<file path="config.mk">
export PLATFORM = sky130hd
export DESIGN_NAME = dma_completion_tracker
export DESIGN_NICKNAME = d
export VERILOG_FILES = /design/src/rtl/core/dct_pkg.sv /design/src/rtl/core/dct_ctrl.sv /design/src/rtl/core/dct_datapath.sv /design/src/rtl/core/dma_completion_tracker.sv
export SDC_FILE = /design/constraint.sdc
export NUM_CORES = 1
export LEC_CHECK = 0
export BUFFER_PORTS_ARGS = -buffer_cell sky130_fd_sc_hd__buf_4
export CORE_UTILIZATION = 55
export CTS_CLUSTER_DIAMETER = 100
export DETAILED_ROUTE_END_ITERATION = 10
export PLACE_DENSITY = 0.8
export REMOVE_ABC_BUFFERS = 1
export SYNTH_ARGS = -nofsm -noshare
export SYNTH_HDL_FRONTEND = slang
export SYNTH_SLANG_ARGS = --single-unit
export TNS_END_PERCENT = 5
</file>
<file path="constraint.sdc">
create_clock -name i_clk -period 4.4 [get_ports i_clk]
set_input_delay 0.22 -clock i_clk [delete_from_list [all_inputs] [get_ports i_clk]]
set_output_delay 0.22 -clock i_clk [all_outputs]
set_load 0.01 [all_outputs]
</file>
<file path="src/rtl/core/dct_pkg.sv">
// Shared types, codes and widths for the DMA completion tracker.
package dct_pkg;

    localparam int unsigned MAX_SLOTS_DEF = 8;
    localparam int unsigned DEPTH_RST_CAP = 8;

    localparam int unsigned FUNC_W  = 2;
    localparam int unsigned IDX_W   = 3;
    localparam int unsigned DEPTH_W = 4;
    localparam int unsigned CNT_W   = 4;
    localparam int unsigned OP_W    = 2;

    localparam int unsigned S_DATA_W = 8;
    localparam int unsigned M_DATA_W = 24;
    localparam int unsigned APB_AW   = 3;
    localparam int unsigned APB_DW   = 32;

    localparam logic [FUNC_W-1:0] FUNC_SUBMIT = 2'd0;
    localparam logic [FUNC_W-1:0] FUNC_RETURN = 2'd1;
    localparam logic [FUNC_W-1:0] FUNC_QUERY  = 2'd2;

    localparam logic [OP_W-1:0] OP_REJECT    = 2'd0;
    localparam logic [OP_W-1:0] OP_SUBMITTED = 2'd1;
    localparam logic [OP_W-1:0] OP_RET_IN    = 2'd2;
    localparam logic [OP_W-1:0] OP_RET_OUT   = 2'd3;

    localparam logic REG_IDX_DEPTH = 1'b0;

    typedef enum logic [1:0] {
        SLOT_FREE      = 2'd0,
        SLOT_SUBMITTED = 2'd1,
        SLOT_RETURNED  = 2'd2
    } t_slot;

    typedef enum logic [1:0] {
        ASEL_IDX  = 2'd0,
        ASEL_HEAD = 2'd1,
        ASEL_SCAN = 2'd2,
        ASEL_TAIL = 2'd3
    } t_asel;

    typedef enum logic [4:0] {
        S_IDLE   = 5'b00001,
        S_CHECK  = 5'b00010,
        S_RETIRE = 5'b00100,
        S_SCAN   = 5'b01000,
        S_DONE   = 5'b10000
    } t_state;

    typedef struct packed {
        logic  latch_in;
        t_asel asel;
        logic  exec_op;
        logic  retire_step;
        logic  scan_init;
        logic  scan_step;
        logic  scan_hit;
        logic  load_out;
    } t_dp_cmd;

    typedef struct packed {
        logic ret_ok;
        logic retire_ok;
        logic inflight_none;
        logic scan_hit;
        logic scan_last;
    } t_dp_stat;

    typedef struct packed {
        logic               releasable;
        logic [CNT_W-1:0]   in_flight_count;
        logic [CNT_W-1:0]   occupied_count;
        logic [IDX_W-1:0]   oldest_in_flight;
        logic               in_flight_found;
        logic [IDX_W-1:0]   submit_index;
        logic               can_submit;
        logic [OP_W-1:0]    op_status;
    } t_result;

endpackage

</file>
<file path="src/rtl/core/dct_ctrl.sv">
// Sequencing state machine for the DMA completion tracker.
module dct_ctrl
    import dct_pkg::*;
(
    input  logic     i_clk,
    input  logic     i_rst_n,
    input  logic     i_in_valid,
    input  logic     i_out_ready,
    input  t_dp_stat i_stat,
    output logic     o_in_ready,
    output logic     o_out_valid,
    output t_dp_cmd  o_cmd
);

    t_state r_state, n_state;
    logic   r_out_valid, n_out_valid;

    always_comb begin
        n_state     = r_state;
        n_out_valid = r_out_valid;
        o_cmd       = '0;
        o_cmd.asel  = ASEL_IDX;

        if (r_out_valid && i_out_ready) begin
            n_out_valid = 1'b0;
        end

        case (r_state)
            S_IDLE: begin
                if (i_in_valid) begin
                    o_cmd.latch_in = 1'b1;
                    n_state        = S_CHECK;
                end
            end
            S_CHECK: begin
                o_cmd.asel    = ASEL_IDX;
                o_cmd.exec_op = 1'b1;
                if (i_stat.ret_ok) begin
                    n_state = S_RETIRE;
                end else begin
                    o_cmd.scan_init = 1'b1;
                    n_state         = S_SCAN;
                end
            end
            S_RETIRE: begin
                o_cmd.asel = ASEL_HEAD;
                if (i_stat.retire_ok) begin
                    o_cmd.retire_step = 1'b1;
                end else begin
                    o_cmd.scan_init = 1'b1;
                    n_state         = S_SCAN;
                end
            end
            S_SCAN: begin
                o_cmd.asel = ASEL_SCAN;
                if (i_stat.inflight_none) begin
                    n_state = S_DONE;
                end else if (i_stat.scan_hit) begin
                    o_cmd.scan_hit = 1'b1;
                    n_state        = S_DONE;
                end else begin
                    o_cmd.scan_step = 1'b1;
                    if (i_stat.scan_last) begin
                        n_state = S_DONE;
                    end
                end
            end
            S_DONE: begin
                o_cmd.asel = ASEL_TAIL;
                if (!r_out_valid || i_out_ready) begin
                    o_cmd.load_out = 1'b1;
                    n_out_valid    = 1'b1;
                    n_state        = S_IDLE;
                end
            end
            default: begin
                n_state = S_IDLE;
            end
        endcase
    end

    always_ff @(posedge i_clk) begin
        if (!i_rst_n) begin
            r_state     <= S_IDLE;
            r_out_valid <= 1'b0;
        end else begin
            r_state     <= n_state;
            r_out_valid <= n_out_valid;
        end
    end

    assign o_in_ready  = (r_state == S_IDLE);
    assign o_out_valid = r_out_valid;

endmodule

</file>
<file path="src/rtl/core/dct_datapath.sv">
// Slot ring, pointers, counters and result register of the completion tracker.
module dct_datapath
    import dct_pkg::*;
#(
    parameter int unsigned MAX_SLOTS = MAX_SLOTS_DEF
) (
    input  logic                i_clk,
    input  logic                i_rst_n,
    input  logic                i_cfg_we,
    input  logic [DEPTH_W-1:0]  i_cfg_depth,
    input  logic [FUNC_W-1:0]   i_func,
    input  logic [IDX_W-1:0]    i_req_idx,
    input  t_dp_cmd             i_cmd,
    output t_dp_stat            o_stat,
    output logic [DEPTH_W-1:0]  o_depth,
    output t_result             o_result
);

    localparam int unsigned PTR_W = (MAX_SLOTS > 1) ? $clog2(MAX_SLOTS) : 1;
    localparam int unsigned CW    = (PTR_W > DEPTH_W) ? PTR_W : DEPTH_W;
    localparam logic [DEPTH_W-1:0] DEPTH_RST =
        DEPTH_W'((MAX_SLOTS < DEPTH_RST_CAP) ? MAX_SLOTS : DEPTH_RST_CAP);

    // Slot states sit in flip-flops so that reset and a depth write clear them at once.
    t_slot              r_slot [MAX_SLOTS];
    logic [PTR_W-1:0]   r_head, r_tail;
    logic [CNT_W-1:0]   r_occ, r_infl;
    logic [DEPTH_W-1:0] r_depth;
    logic [FUNC_W-1:0]  r_func;
    logic [IDX_W-1:0]   r_idx;
    logic [OP_W-1:0]    r_op;
    logic [PTR_W-1:0]   r_scan_p;
    logic [CNT_W-1:0]   r_scan_k;
    logic               r_found;
    logic [PTR_W-1:0]   r_oldest;
    t_result            r_result;

    logic [PTR_W-1:0]   idx_ptr;
    logic [PTR_W-1:0]   rd_addr;
    t_slot              rd_slot;
    logic               idx_in_ring;
    logic               sub_ok;
    logic               ret_ok;
    logic               space_ok;

    function automatic logic [PTR_W-1:0] next_ptr(input logic [PTR_W-1:0] p,
                                                   input logic [DEPTH_W-1:0] d);
        logic [CW-1:0] pn;
        pn = CW'(p) + CW'(1);
        if (pn >= CW'(d)) begin
            return '0;
        end
        return PTR_W'(pn);
    endfunction

    assign idx_ptr     = PTR_W'(CW'(r_idx));
    assign idx_in_ring = (CW'(r_idx) < CW'(r_depth));
    assign space_ok    = (CNT_W'(r_occ) < CNT_W'(r_depth));

    always_comb begin
        case (i_cmd.asel)
            ASEL_IDX:  rd_addr = idx_ptr;
            ASEL_HEAD: rd_addr = r_head;
            ASEL_SCAN: rd_addr = r_scan_p;
            ASEL_TAIL: rd_addr = r_tail;
            default:   rd_addr = r_head;
        endcase
    end

    assign rd_slot = r_slot[rd_addr];

    assign sub_ok = (r_func == FUNC_SUBMIT) && idx_in_ring && space_ok &&
                    (CW'(r_idx) == CW'(r_tail)) && (rd_slot == SLOT_FREE);
    assign ret_ok = (r_func == FUNC_RETURN) && idx_in_ring &&
                    (rd_slot == SLOT_SUBMITTED) && (r_infl != '0) && (r_occ != '0);

    assign o_stat.ret_ok        = ret_ok;
    assign o_stat.retire_ok     = (r_occ != '0) && (rd_slot == SLOT_RETURNED);
    assign o_stat.inflight_none = (r_infl == '0);
    assign o_stat.scan_hit      = (rd_slot == SLOT_SUBMITTED);
    assign o_stat.scan_last     = ({1'b0, r_scan_k} + 5'd1) >= {1'b0, r_depth};

    // Ring state: cleared by reset and by a valid depth write.
    always_ff @(posedge i_clk) begin
        if (!i_rst_n || i_cfg_we) begin
            for (int i = 0; i < MAX_SLOTS; i++) begin
                r_slot[i] <= SLOT_FREE;
            end
            r_head  <= '0;
            r_tail  <= '0;
            r_occ   <= '0;
            r_infl  <= '0;
            r_depth <= i_rst_n ? i_cfg_depth : DEPTH_RST;
        end else begin
            if (i_cmd.exec_op) begin
                if (sub_ok) begin
                    r_slot[idx_ptr] <= SLOT_SUBMITTED;
                    r_tail          <= next_ptr(r_tail, r_depth);
                    r_occ           <= r_occ + CNT_W'(1);
                    r_infl          <= r_infl + CNT_W'(1);
                end else if (ret_ok) begin
                    r_slot[idx_ptr] <= SLOT_RETURNED;
                    r_infl          <= r_infl - CNT_W'(1);
                end
            end
            if (i_cmd.retire_step) begin
                r_slot[r_head] <= SLOT_FREE;
                r_head         <= next_ptr(r_head, r_depth);
                r_occ          <= r_occ - CNT_W'(1);
            end
        end
    end

    // Request, scan and result registers.
    always_ff @(posedge i_clk) begin
        if (i_cmd.latch_in) begin
            r_func <= i_func;
            r_idx  <= i_req_idx;
        end
        if (i_cmd.exec_op) begin
            if (sub_ok) begin
                r_op <= OP_SUBMITTED;
            end else if (ret_ok) begin
                r_op <= (CW'(r_idx) == CW'(r_head)) ? OP_RET_IN : OP_RET_OUT;
            end else begin
                r_op <= OP_REJECT;
            end
        end
        if (i_cmd.scan_init) begin
            r_scan_p <= r_head;
            r_scan_k <= '0;
            r_found  <= 1'b0;
            r_oldest <= '0;
        end
        if (i_cmd.scan_step) begin
            r_scan_p <= next_ptr(r_scan_p, r_depth);
            r_scan_k <= r_scan_k + CNT_W'(1);
        end
        if (i_cmd.scan_hit) begin
            r_found  <= 1'b1;
            r_oldest <= r_scan_p;
        end
        if (i_cmd.load_out) begin
            r_result.op_status        <= r_op;
            r_result.can_submit       <= space_ok && (rd_slot == SLOT_FREE);
            r_result.submit_index     <= IDX_W'(CW'(r_tail));
            r_result.in_flight_found  <= r_found;
            r_result.oldest_in_flight <= IDX_W'(CW'(r_oldest));
            r_result.occupied_count   <= r_occ;
            r_result.in_flight_count  <= r_infl;
            r_result.releasable       <= (r_occ == '0) && (r_infl == '0);
        end
    end

    assign o_depth  = r_depth;
    assign o_result = r_result;

endmodule

</file>
<file path="src/rtl/core/dma_completion_tracker.sv">
// Top level of the DMA completion tracker: request/result streams and depth register.
//
//  channel   direction  handshake                 payload
//  s (req)   in         i_s_tvalid / o_s_tready   i_s_tdata : func, req_idx
//  m (res)   out        o_m_tvalid / i_m_tready   o_m_tdata : status word
//  apb       in         psel & penable & pwrite   queue_depth at address 0
//
// One request at a time. A request is accepted in idle, then checked and
// updated, then the head is retired (returns only), then the oldest-in-flight
// scan visits up to queue_depth slots, and last the result is loaded; the steps
// run one after another, set by the single read port on the slot ring.
// The result register frees the request side while a result waits on i_m_tready.
// Reset (synchronous, i_rst_n low) and a valid depth write clear the ring.
module dma_completion_tracker
    import dct_pkg::*;
#(
    parameter int unsigned MAX_SLOTS = MAX_SLOTS_DEF
) (
    input  logic                i_clk,
    input  logic                i_rst_n,
    // request stream
    input  logic                i_s_tvalid,
    output logic                o_s_tready,
    input  logic [S_DATA_W-1:0] i_s_tdata,   // [1:0] func, [4:2] req_idx, [7:5] zero
    // result stream
    output logic                o_m_tvalid,
    input  logic                i_m_tready,
    output logic [M_DATA_W-1:0] o_m_tdata,   // [1:0] op_status, [2] can_submit,
                                             // [5:3] submit_index, [6] in_flight_found,
                                             // [9:7] oldest_in_flight,
                                             // [13:10] occupied_count,
                                             // [17:14] in_flight_count,
                                             // [18] releasable, [23:19] zero
    // configuration
    input  logic                psel,
    input  logic                penable,
    input  logic                pwrite,
    input  logic [APB_AW-1:0]   paddr,
    input  logic [APB_DW-1:0]   pwdata,
    output logic [APB_DW-1:0]   prdata,
    output logic                pready
);

    t_dp_cmd            cmd;
    t_dp_stat           stat;
    t_result            result;
    logic [DEPTH_W-1:0] depth;
    logic [DEPTH_W-1:0] wr_depth;
    logic               apb_wr;
    logic               cfg_we;

    // Decode the depth register; drop writes of zero or above the slot count.
    assign pready   = 1'b1;
    assign apb_wr   = psel && penable && pwrite && pready;
    assign wr_depth = pwdata[DEPTH_W-1:0];
    assign cfg_we   = apb_wr && (paddr[2] == REG_IDX_DEPTH) && (wr_depth != '0) &&
                      (32'(wr_depth) <= MAX_SLOTS);
    assign prdata   = (paddr[2] == REG_IDX_DEPTH) ? APB_DW'(depth) : '0;

    dct_ctrl u_ctrl (
        .i_clk       (i_clk),
        .i_rst_n     (i_rst_n),
        .i_in_valid  (i_s_tvalid),
        .i_out_ready (i_m_tready),
        .i_stat      (stat),
        .o_in_ready  (o_s_tready),
        .o_out_valid (o_m_tvalid),
        .o_cmd       (cmd)
    );

    dct_datapath #(
        .MAX_SLOTS (MAX_SLOTS)
    ) u_datapath (
        .i_clk        (i_clk),
        .i_rst_n      (i_rst_n),
        .i_cfg_we     (cfg_we),
        .i_cfg_depth  (wr_depth),
        .i_func       (i_s_tdata[1:0]),
        .i_req_idx    (i_s_tdata[4:2]),
        .i_cmd        (cmd),
        .o_stat       (stat),
        .o_depth      (depth),
        .o_result     (result)
    );

    // Pack the result fields from bit 0 upwards; pad to whole bytes.
    assign o_m_tdata = M_DATA_W'(result);

`ifndef SYNTHESIS
    // A request is accepted only in idle, so ready drops right after acceptance.
    a_one_in_flight: assert property (@(posedge i_clk) disable iff (!i_rst_n)
        (i_s_tvalid && o_s_tready) |=> !o_s_tready)
        else $error("request accepted while another is in progress");

    // A new result never overwrites one that is still waiting.
    a_no_overwrite: assert property (@(posedge i_clk) disable iff (!i_rst_n)
        cmd.load_out |-> (!o_m_tvalid || i_m_tready))
        else $error("result register overwritten under back-pressure");

    // Every in-flight slot is also occupied.
    a_counts: assert property (@(posedge i_clk) disable iff (!i_rst_n)
        o_m_tvalid |-> (o_m_tdata[13:10] >= o_m_tdata[17:14]))
        else $error("in-flight count exceeds occupied count");

    // The scan finds a submitted slot exactly when something is in flight.
    a_scan_found: assert property (@(posedge i_clk) disable iff (!i_rst_n)
        o_m_tvalid |-> (o_m_tdata[6] == (o_m_tdata[17:14] != 4'd0)))
        else $error("oldest in-flight scan disagrees with in-flight count");
`endif

endmodule
</file>
* Yosys cells after proc, flatten, opt, wreduce, memory -nomap -nowiden
Memory sizes are Yosys's and may differ from the RTL's.
Cells that the tools add are included.
** Operators by class
- Bitwise logic cells :: 3
- Eq/ne operators :: 17
- Mux-type cells :: 77
- Magnitude comparators :: 7
- Reduce and logical (&&, ||, !) cells :: 41
- Add/subtract/negate cells :: 9
** Operators by type and width (number)
- $mux W1 :: 41
- $mux W3 :: 12
- $mux W4 :: 9
- $mux W5 :: 6
- $pmux W5 S5 :: 1
- $logic_and A1 B1 Y1 :: 17
- $add A3 B1 Y4 const B :: 3
- $add A4 B1 Y4 const B :: 3
- $ge A4 B4 Y1 :: 3
- $pmux W3 S4 :: 1
- $reduce_bool A4 Y1 :: 3
- $mux W2 :: 5
- $reduce_bool A2 Y1 :: 5
- $logic_not A4 Y1 :: 2
- $sub A4 B1 Y4 const B :: 2
- $eq A2 B1 Y1 const B :: 3
- $eq A2 B2 Y1 const B :: 3
- $eq A3 B3 Y1 :: 2
- $logic_not A2 Y1 :: 3
- $pmux W2 S3 :: 1
- $reduce_and A2 Y1 :: 3
- $reduce_or A2 Y1 :: 3
- $add A4 B1 Y5 const B :: 1
- $eq A5 B1 Y1 const B :: 1
- 17 further kinds :: 21
** Storage, ports and cells
- Word-level logic and storage cells :: 178
- Output and inout port bits :: 59
- Memory bits (writable) :: 16
- Bits in registers :: 61
- Input bits :: 50
- Memories kept :: 1
** Memory list
- u_datapath.r_slot :: words 8, bits a word 2, rd ports 1, clocked after Yosys merged registers in 0, wr ports 8, RTL line dct_datapath.sv:25 : t_slot r_slot [MAX_SLOTS];

* Longest topological paths before layout
Gate-level depths: netlist of the first run.
An unclocked memory read counts as a cell.
- Depth after elaboration :: 18
- Gate-level depth with buffers :: 16
- Mapped depth without buffers :: 15

* Modules after synthesis
A second synthesis of the first run with hierarchy kept.
** Second synthesis, totals
- Cell total of the unflattened synthesis :: 449
- Area, all modules :: 4616.9 um^2
** By module, submodules not included
- dct_datapath :: sequential area each 1821.7 um^2, cells each 353, instances 1, area an instance 3893.7 um^2
- dct_ctrl :: sequential area each 120.1 um^2, cells each 52, instances 1, area an instance 406.6 um^2
- dma_completion_tracker :: sequential area each 0.0 um^2, cells each 44, instances 1, area an instance 316.6 um^2

* Worst setup path after synthesis of the first run
No wires, ideal clock.
- Path type :: reg2reg
- Start point :: reg u_ctrl.r_state[4]
- End point :: reg u_datapath.r_infl[3]
- Period minus slack after synthesis :: 3.951 ns
- Path buffers :: 2
- Stages on the path, launching flop included :: 17
- Library setup time :: 0.073 ns
- Required time :: 4.327 ns
- Path slack :: 0.449 ns
- Data arrival time :: 3.879 ns
- Cells stage by stage :: dfxtp_1 -> buf_6 -> and3b_1 -> o21a_4 -> o31a_1 -> a2111o_1 -> and4_1 -> buf_6 -> nor4_4 -> inv_1 -> ha_1 -> a21o_1 -> a21oi_1 -> nand3_1 -> mux2_2 -> or3_1 -> a21oi_1
** Between the ends
- Word-level cells in the longest chain between the ends :: 11
- Elaborated cells on any way between the ends :: 21
- Classes of those cells :: eq/ne (8); mux (4); reduce/logical (8); memory (1)
** RTL lines
- start: declaration :: RTL line dct_ctrl.sv:15 : t_state r_state, n_state;
- start signal: assignment :: RTL line dct_ctrl.sv:87 : r_state <= n_state;
- $eq A5 B5 Y1, or another cell as far along :: RTL line dct_ctrl.sv:28 : case (r_state)
- $pmux W2 S3 :: RTL line dct_ctrl.sv:28
- $eq A2 B2 Y1, or another cell as far along :: RTL line dct_datapath.sv:61 : case (i_cmd.asel)
- $pmux W3 S4 :: RTL line dct_datapath.sv:61
- $mem_v2 Z8 W2
- $eq A2 B1 Y1 :: RTL line dct_datapath.sv:75 : (rd_slot == SLOT_SUBMITTED) && (r_infl != '0) && (r_occ != '0);
- $logic_and A1 B1 Y1 :: RTL line dct_datapath.sv:74 : assign ret_ok = (r_func == FUNC_RETURN) && idx_in_ring &&
- $logic_and A1 B1 Y1 (2 in series) :: RTL line dct_datapath.sv:75
- $reduce_bool A2 Y1 (no line)
- $reduce_and A2 Y1 (no line)
- end signal: assignment :: RTL line dct_datapath.sv:100 : r_infl <= r_infl + CNT_W'(1);
- end signal: assignment :: RTL line dct_datapath.sv:103 : r_infl <= r_infl - CNT_W'(1);
- end: declaration :: RTL line dct_datapath.sv:27 : logic [CNT_W-1:0] r_occ, r_infl;
Parallel ways exist; a longest one is shown, timed or not.
A chain may end at the register's enable or synchronous reset.

* Worst setup path in the final report of the first run
- Start point :: reg u_ctrl.r_state[3]
- End point :: reg u_datapath.r_infl[3]
The elaborated chain is that of the path after synthesis.

==> flow_metrics.py, run 1 <==
metrics = {
    "setup_path": {
        "cp.arrival_ns": 4.34,
        "required_ns": 4.67,
        "r2r_start": "u_ctrl.r_state[3]",
        "path_buf_inv": 1,
        "critPathLaunchType": "register",
        "slowest_delay_ns": 0.48,
        "critPathTopFamily": "compound AO/OA/AOI/OAI gates",
        "path_common_cell": "a21oi_1",
        "r2r_cells": 14,
        "critPathCaptureType": "register",
        "ff2ff_setup_slack_ns": 0.32,
        "regToRegEndpoint": "u_datapath.r_infl[3]",
        "slowest_stage": "dfxtp_2",
        "critPathMaxFanout": 14,
        "crit_type": "reg2reg",
        "crit_chain": "and2b_1 > a221oi_2 > nor3_2 > a2111o_1 > and4_1 > nor4_4 > inv_1 > ha_1 > a21o_1 > a21oi_1 > nand3_1 > mux2_2 > or3_1 > a21oi_1",
    },
    "place": {
        "place_hpwl_um": 9140,
        "place_ws_ns": 0.281,
        "gp_congestion": 0.922,
        "port_buffers": 41,
        "detailed_place.area_sq_mm": 0.00536,
    },
    "global_route": {
        "grt_pass1_wl_um": 19500,
        "grt_max_degree": 27,
        "grt_overflow_total": 0,
        "track_usage_pct": 26.4,
        "first_global_vias": 3896,
        "antenna_found_initial": 0,
    },
    "finish": {
        "final_area_sq_mm": 0.00558,
        "layout_commonest_cell": "buf_4",
        "layout.nets": 614,
        "insertedDiodeCount": 0,
        "drive_above_1_share_pct": 19.5,
        "multi_input_comb_area_sq_mm": 0.00263,
        "mostFrequentLayoutCells": "57 x buf_4, 56 x edfxtp_1, 34 x conb_1",
        "area_delta_synth_final_pct": 10.4,
        "nFillCells": 706,
        "ff_latch_area_sq_mm": 0.00210,
    },
    "sta": {
        "finalMaxSlewViolations": 0,
        "worst_slack_ns": 0.325,
        "max_slew_margin_pct": 36.4,
        "hold_violations": 0,
        "worstMarginPinSlew_ns": 0.952,
        "finalClockSkew_ns": 0.0149,
        "finalSetupTns_ns": 0,
        "setup_viol": 0,
        "whs_ns": 0.0417,
        "fin_crit_ns": 4.08,
        "timing.fmax_ghz": 0.245,
        "rsz0062_at_grt": "false",
        "period_share_pct": 92.6,
    },
    "run_status": {
        "violations": "DRC",
        "outcome": "complete, but fails checks",
    },
    "clocking": {
        "tritoncts": "yes",
        "clockBufferDepth": 2,
        "clockRootBuffer": "clkbuf_8",
        "clk_pin_slew_ns": 0.09,
        "cts.sinks": 77,
        "numCtsBuffers": 9,
        "clock_latency_ns": 0.36,
        "postCtsSetupRepairBufs": 0,
        "cts_resized": 0,
        "cts_max_level": 3,
        "cts-hold-fix-buffers": 0,
    },
    "pwr": {
        "leakagePower_nw": 2.28,
        "power_mw": 1.59,
        "irDropWorstVdd_mv": 0.148,
        "power_density_mw_per_mm2": 285,
    },
    "yosys": {
        "synthDistinctLibCells": 76,
        "yosys-top-cells-area": "edfxtp_1 33%, dfxtp_1 8.3%, ha_1 7.2%",
        "synth_top_area_share_pct": 33.2,
        "synth_flop_cell": "edfxtp_1",
        "yosysSeqAreaShare_pct": 41.6,
        "synth-async-reset-ratio_pct": 0,
        "synth_edf_count": 56,
        "syn_avg_cell_area_sq_um": 10.4,
        "ys_warn_count": 0,
        "syn_area_sq_mm": 0.00506,
        "synth_area_leader_cell": "edfxtp_1",
        "syn-instance-count": 487,
        "yosys_register_bits": 77,
    },
    "routing": {
        "detail-route-antenna-nets": 0,
        "vias_per_cell": 6.21,
        "drc_errors": 6,
        "drt-total-wl_um": 12100,
        "drtIter0Drc": 272,
        "drt_pass1_iterations": 8,
        "num_vias": 4011,
        "wl_per_cell_um": 18.7,
    },
    "floorplanning": {
        "fp-row-count": 34,
        "core_sq_mm": 0.00881,
        "dieArea_sq_mm": 0.00959,
        "die_h_um": 97.9,
        "start_util_pct": 57.4,
        "ioPinCount": 109,
        "dieWidth_um": 97.9,
    },
    "worst_hold_path": {
        "whs_path_depth": 1,
        "worst_hold_startpoint": "i_s_tdata[2]",
        "hp-class": "in2reg",
        "worst_hold_path.endpoint": "u_datapath.idx_ptr[0]",
    },
    "flow_run": {
        "max_cap_viol_count": 0,
    },
}
## cells by family after synthesis
| kind of cell | count (synthesis) | share of synthesized area (%) |
|---|---|---|
| fa+ha+maj | 31 | 7.96 |
| compound gates | 113 | 16.0 |
| buf+inv | 68 | 8.76 |
| mux | 9 | 1.93 |
| other cells | 2 | 0.148 |
| simple gates | 171 | 20.9 |
| flops | 77 | 41.6 |
| xor+xnor | 16 | 2.77 |
## worst reg2reg max path, delay by kind of cell (launching register included)
family	cells	cell delay, ns
AOI/OAI and AO/OA	5	1.40
and+or+nand+nor	6	1.29
adders and majority gates	1	0.33
DFF	1	0.48
muxes	1	0.28
buffers and inverters	1	0.19
## area by class of cell
type / count / area share, %
multi-input combinational: 374 / 47.2
sequential: 77 / 37.7
timing repair buffer: 57 / 7.66
tap: 108 / 2.42
clock buffer: 9 / 2.22
clock inverter: 7 / 1.77
inverter: 14 / 1.05
## sequential cells by signal, indices dropped and copies added (netlist names)
signal and flops:
u_datapath.r_scan_p 3, u_datapath.idx_ptr 3, u_datapath.r_op 2, u_datapath.r_func 2
u_ctrl.o_out_valid 1, u_datapath.r_slot 16, u_datapath.r_head 3, u_ctrl.r_state 5
u_datapath.r_scan_k 4, u_datapath.r_found 1, u_datapath.o_depth 4, u_datapath.r_tail 3
u_datapath.r_occ 4, u_datapath.o_result 19, u_datapath.r_infl 4, u_datapath.r_oldest 3
## through the flow
step / cells / utilization (%)
floorplan: 465 / -
global placement: 630 / 60.8
detailed placement: 630 / 60.8
CTS: 646 / 63.4
global route: 646 / 63.4
finish: 646 / 63.4
## synth_stat cells, types with 3 or more instances
cell and count:
edfxtp_1 56, nor2b_1 7, buf_4 36, and3_1 15
a2111oi_0 3, ha_1 29, o31ai_1 8, buf_6 6
nor4_1 11, xor2_1 12, nor3_1 5, xnor2_1 4
a21o_1 13, inv_1 12, nand2b_1 15, mux2_2 3
or3_1 4, dfxtp_1 21, o21ai_0 23, mux2i_1 5
clkbuf_1 11, and3b_1 5, o221ai_1 5, o21a_1 4
nand4_1 15, a21oi_1 27, and2_1 5, nor3_2 4
nand3_1 24, nand4b_1 4, nor2_1 14, nand2_1 22
## report_power, final
part,switching [mW],total (mW),internal (mW)
Sequential,0.0159,0.805,0.789
Combinational,0.118,0.187,0.0697
Clock,0.275,0.597,0.322
## per-layer routing
metal | vias up | global-route usage, % | share of wire (%)
met1 | 1917 | 33.6 | 43
met3 | 28 | 5.23 | 7.3
met2 | 187 | 43.4 | 47
met5 | - | 0 | 0
li1 | 1879 | - | -
met4 | 0 | 12.1 | 2.7
## worst max-delay path by stage
stage	from	end	slack (ns)	cells past startpoint
floorplan	u_ctrl.r_state[0]	u_datapath.r_infl[3]	0.26	14
global placement	u_ctrl.r_state[4]	u_datapath.r_infl[3]	0.36	14
detailed placement	u_ctrl.r_state[3]	u_datapath.r_infl[3]	0.28	14
CTS	u_ctrl.r_state[3]	u_datapath.r_infl[3]	0.23	14
global route	u_ctrl.r_state[3]	u_datapath.r_infl[3]	0.02	14
finish	u_ctrl.r_state[3]	u_datapath.r_infl[3]	0.32	14
(Power assumes the default switching activity.)
==> inputs of run 2 (changes only) <==
--- a/config.mk
+++ b/config.mk
@@ -6,10 +6,10 @@
 export NUM_CORES = 1
 export LEC_CHECK = 0
 export BUFFER_PORTS_ARGS = -buffer_cell sky130_fd_sc_hd__buf_4
-export CORE_UTILIZATION = 55
+export CORE_UTILIZATION = 60
 export CTS_CLUSTER_DIAMETER = 100
 export DETAILED_ROUTE_END_ITERATION = 10
-export PLACE_DENSITY = 0.8
+export PLACE_DENSITY = 0.87
 export REMOVE_ABC_BUFFERS = 1
 export SYNTH_ARGS = -nofsm -noshare
 export SYNTH_HDL_FRONTEND = slang
==> constraint.sdc (replaced) <==
create_clock -name i_clk -period 5 [get_ports i_clk]
set_input_delay 0.25 -clock i_clk [delete_from_list [all_inputs] [get_ports i_clk]]
set_output_delay 0.25 -clock i_clk [all_outputs]
set_load 0.01 [all_outputs]
==> run 2 against run 1 <==
  * First-iteration DRC count is 13% higher
  * Power is 15% lower
  * Register-to-register slack gained 0.21 ns
  * Highest routed layer unchanged
  * Largest power group unchanged
  * The run still ends with DRC left
==> flow_metrics.py, run 2 (synthesis gave the netlist of run 1 again) <==
metrics = {
    "place": {
        "port_buffers": 41,
        "place_hpwl_um": 8770,
        "gp_congestion": 0.909,
        "detailed_place.area_sq_mm": 0.00528,
    },
    "flow_run": {
        "max_cap_viol_count": 0,
    },
    "setup_path": {
        "critPathCaptureType": "register",
        "required_ns": 5.27,
        "cp.arrival_ns": 4.73,
        "crit_type": "reg2reg",
        "critPathLaunchType": "register",
        "critPathMaxFanout": 13,
    },
    "floorplanning": {
        "ioPinCount": 109,
        "start_util_pct": 61.9,
        "dieArea_sq_mm": 0.00880,
        "fp-row-count": 33,
        "core_sq_mm": 0.00818,
        "die_h_um": 93.8,
        "dieWidth_um": 93.8,
    },
    "clocking": {
        "cts-hold-fix-buffers": 0,
        "clock_latency_ns": 0.36,
        "clk_pin_slew_ns": 0.09,
        "cts_resized": 0,
        "clockBufferDepth": 2,
        "numCtsBuffers": 9,
        "cts.sinks": 77,
        "tritoncts": "yes",
        "cts_max_level": 3,
        "clockRootBuffer": "clkbuf_8",
        "postCtsSetupRepairBufs": 0,
    },
    "run_status": {
        "outcome": "complete, but fails checks",
        "violations": "DRC",
    },
    "pwr": {
        "irDropWorstVdd_mv": 0.130,
        "power_mw": 1.36,
        "intPower_mw": 0.998,
        "power.combinational.fraction_pct": 11.4,
        "clockPowerShare_pct": 36.3,
        "power_density_mw_per_mm2": 247,
        "switching_share_pct": 26.5,
        "leakagePower_nw": 2.22,
        "p_switching_mw": 0.360,
        "seqPwrFrac_pct": 52.3,
    },
    "finish": {
        "drive_above_1_share_pct": 17.8,
        "largest_reg_flops": 19,
        "area_delta_synth_final_pct": 8.48,
        "layout.nets": 604,
        "mostFrequentLayoutCells": "56 x edfxtp_1, 47 x buf_4, 34 x conb_1",
        "final_core_util_pct": 67.1,
        "final_area_sq_mm": 0.00549,
        "insertedDiodeCount": 0,
        "layout_commonest_cell": "edfxtp_1",
    },
    "sta": {
        "rsz0062_at_grt": "false",
        "fin_crit_ns": 4.47,
        "timing.fmax_ghz": 0.224,
        "period_share_pct": 89.3,
        "worstMarginPinSlew_ns": 1.07,
        "finalClockSkew_ns": 0.0146,
        "finalMaxSlewViolations": 0,
        "max_slew_margin_pct": 28.2,
        "hold_violations": 0,
        "finalSetupTns_ns": 0,
        "setup_viol": 0,
    },
    "routing": {
        "wl_per_cell_um": 18.9,
        "drt_pass1_iterations": 8,
        "drt-total-wl_um": 11900,
        "drc_errors": 1,
        "num_vias": 4028,
        "vias_per_cell": 6.36,
        "drtIter0Drc": 308,
        "detail-route-antenna-nets": 0,
    },
    "worst_hold_path": {
        "hp-class": "in2reg",
    },
    "global_route": {
        "antenna_found_initial": 0,
        "grt_pass1_wl_um": 19300,
        "grt_overflow_total": 0,
        "track_usage_pct": 29.1,
        "grt_max_degree": 27,
        "first_global_vias": 3908,
    },
}
==> run 2: changes by cell type in the layout (fill, tap and decap cells not counted), sizes merged <==
cell	previous run	this run
clkbuf	9	10
buf	57	47
clkinv	6	4
clkinvlp	0	2
bufinv	2	1
==> run 2: final timing paths <==
path,startpoint,cells past startpoint,end,slack [ns]
setup / recovery,u_ctrl.r_state[4],14,u_datapath.r_infl[3],0.53
hold / removal,i_s_tdata[2],1,u_datapath.idx_ptr[0],0.07
setup reg to reg,u_ctrl.r_state[4],14,u_datapath.r_infl[3],0.53
hold reg to reg,u_datapath.r_oldest[0],0,u_datapath.o_result[7],0.42
==> run 2: stage by stage <==
| step | std cells | setup slack [ns] | hold slack, ns |
|---|---|---|---|
| after floorplan | 465 | 0.857 | 0.326 |
| after global placement | 617 | 0.848 | 0.404 |
| after detailed placement | 617 | 0.714 | 0.409 |
| after CTS | 633 | 0.574 | 0.0675 |
| after global routing | 633 | 0.281 | 0.0603 |
| final | 633 | 0.534 | 0.0690 |
==> run 2: routing by layer <==
layer  vias up  wire length (um)  track usage (%)
met5         -                 0                0
met4         0               289             12.2
met3        30               950             5.66
met2       224              5910             50.1
met1      1909              4790             35.5
li1       1865                 -                -
==> run 2: area by class of cell <==
class                   count  area, sq um
flip-flops and latches     77         2100
repair buffers             47          353
clock inverters             6         71.3
clock buffers              10          138
well taps                 105          131
fillers                   622         2690
inverters                  14         58.8
multi-input cells         374         2630
==> run 2: power groups by stage <==
stage	clock (mW)	sequential (mW)	combinational [mW]
2_1_floorplan	0	0.718	0.105
3_3_place_gp	0	0.724	0.145
3_5_place_dp	0	0.725	0.151
4_1_cts	0.495	0.710	0.153
5_1_grt	0.525	0.712	0.170
6_report	0.493	0.711	0.154
==> run 2: worst max-delay path, cell delays in order (launching register included) <==
cell and delay, ns:
dfxtp_1 0.64, xor2_1 0.36, a22oi_2 0.13, a221o_1 0.40, a2111o_1 0.39, and4_1 0.30
nor4_4 0.35, inv_1 0.20, ha_1 0.33, a21o_1 0.18, a21oi_1 0.23, nand3_1 0.11
mux2_2 0.29, or3_1 0.31, a21oi_1 0.14
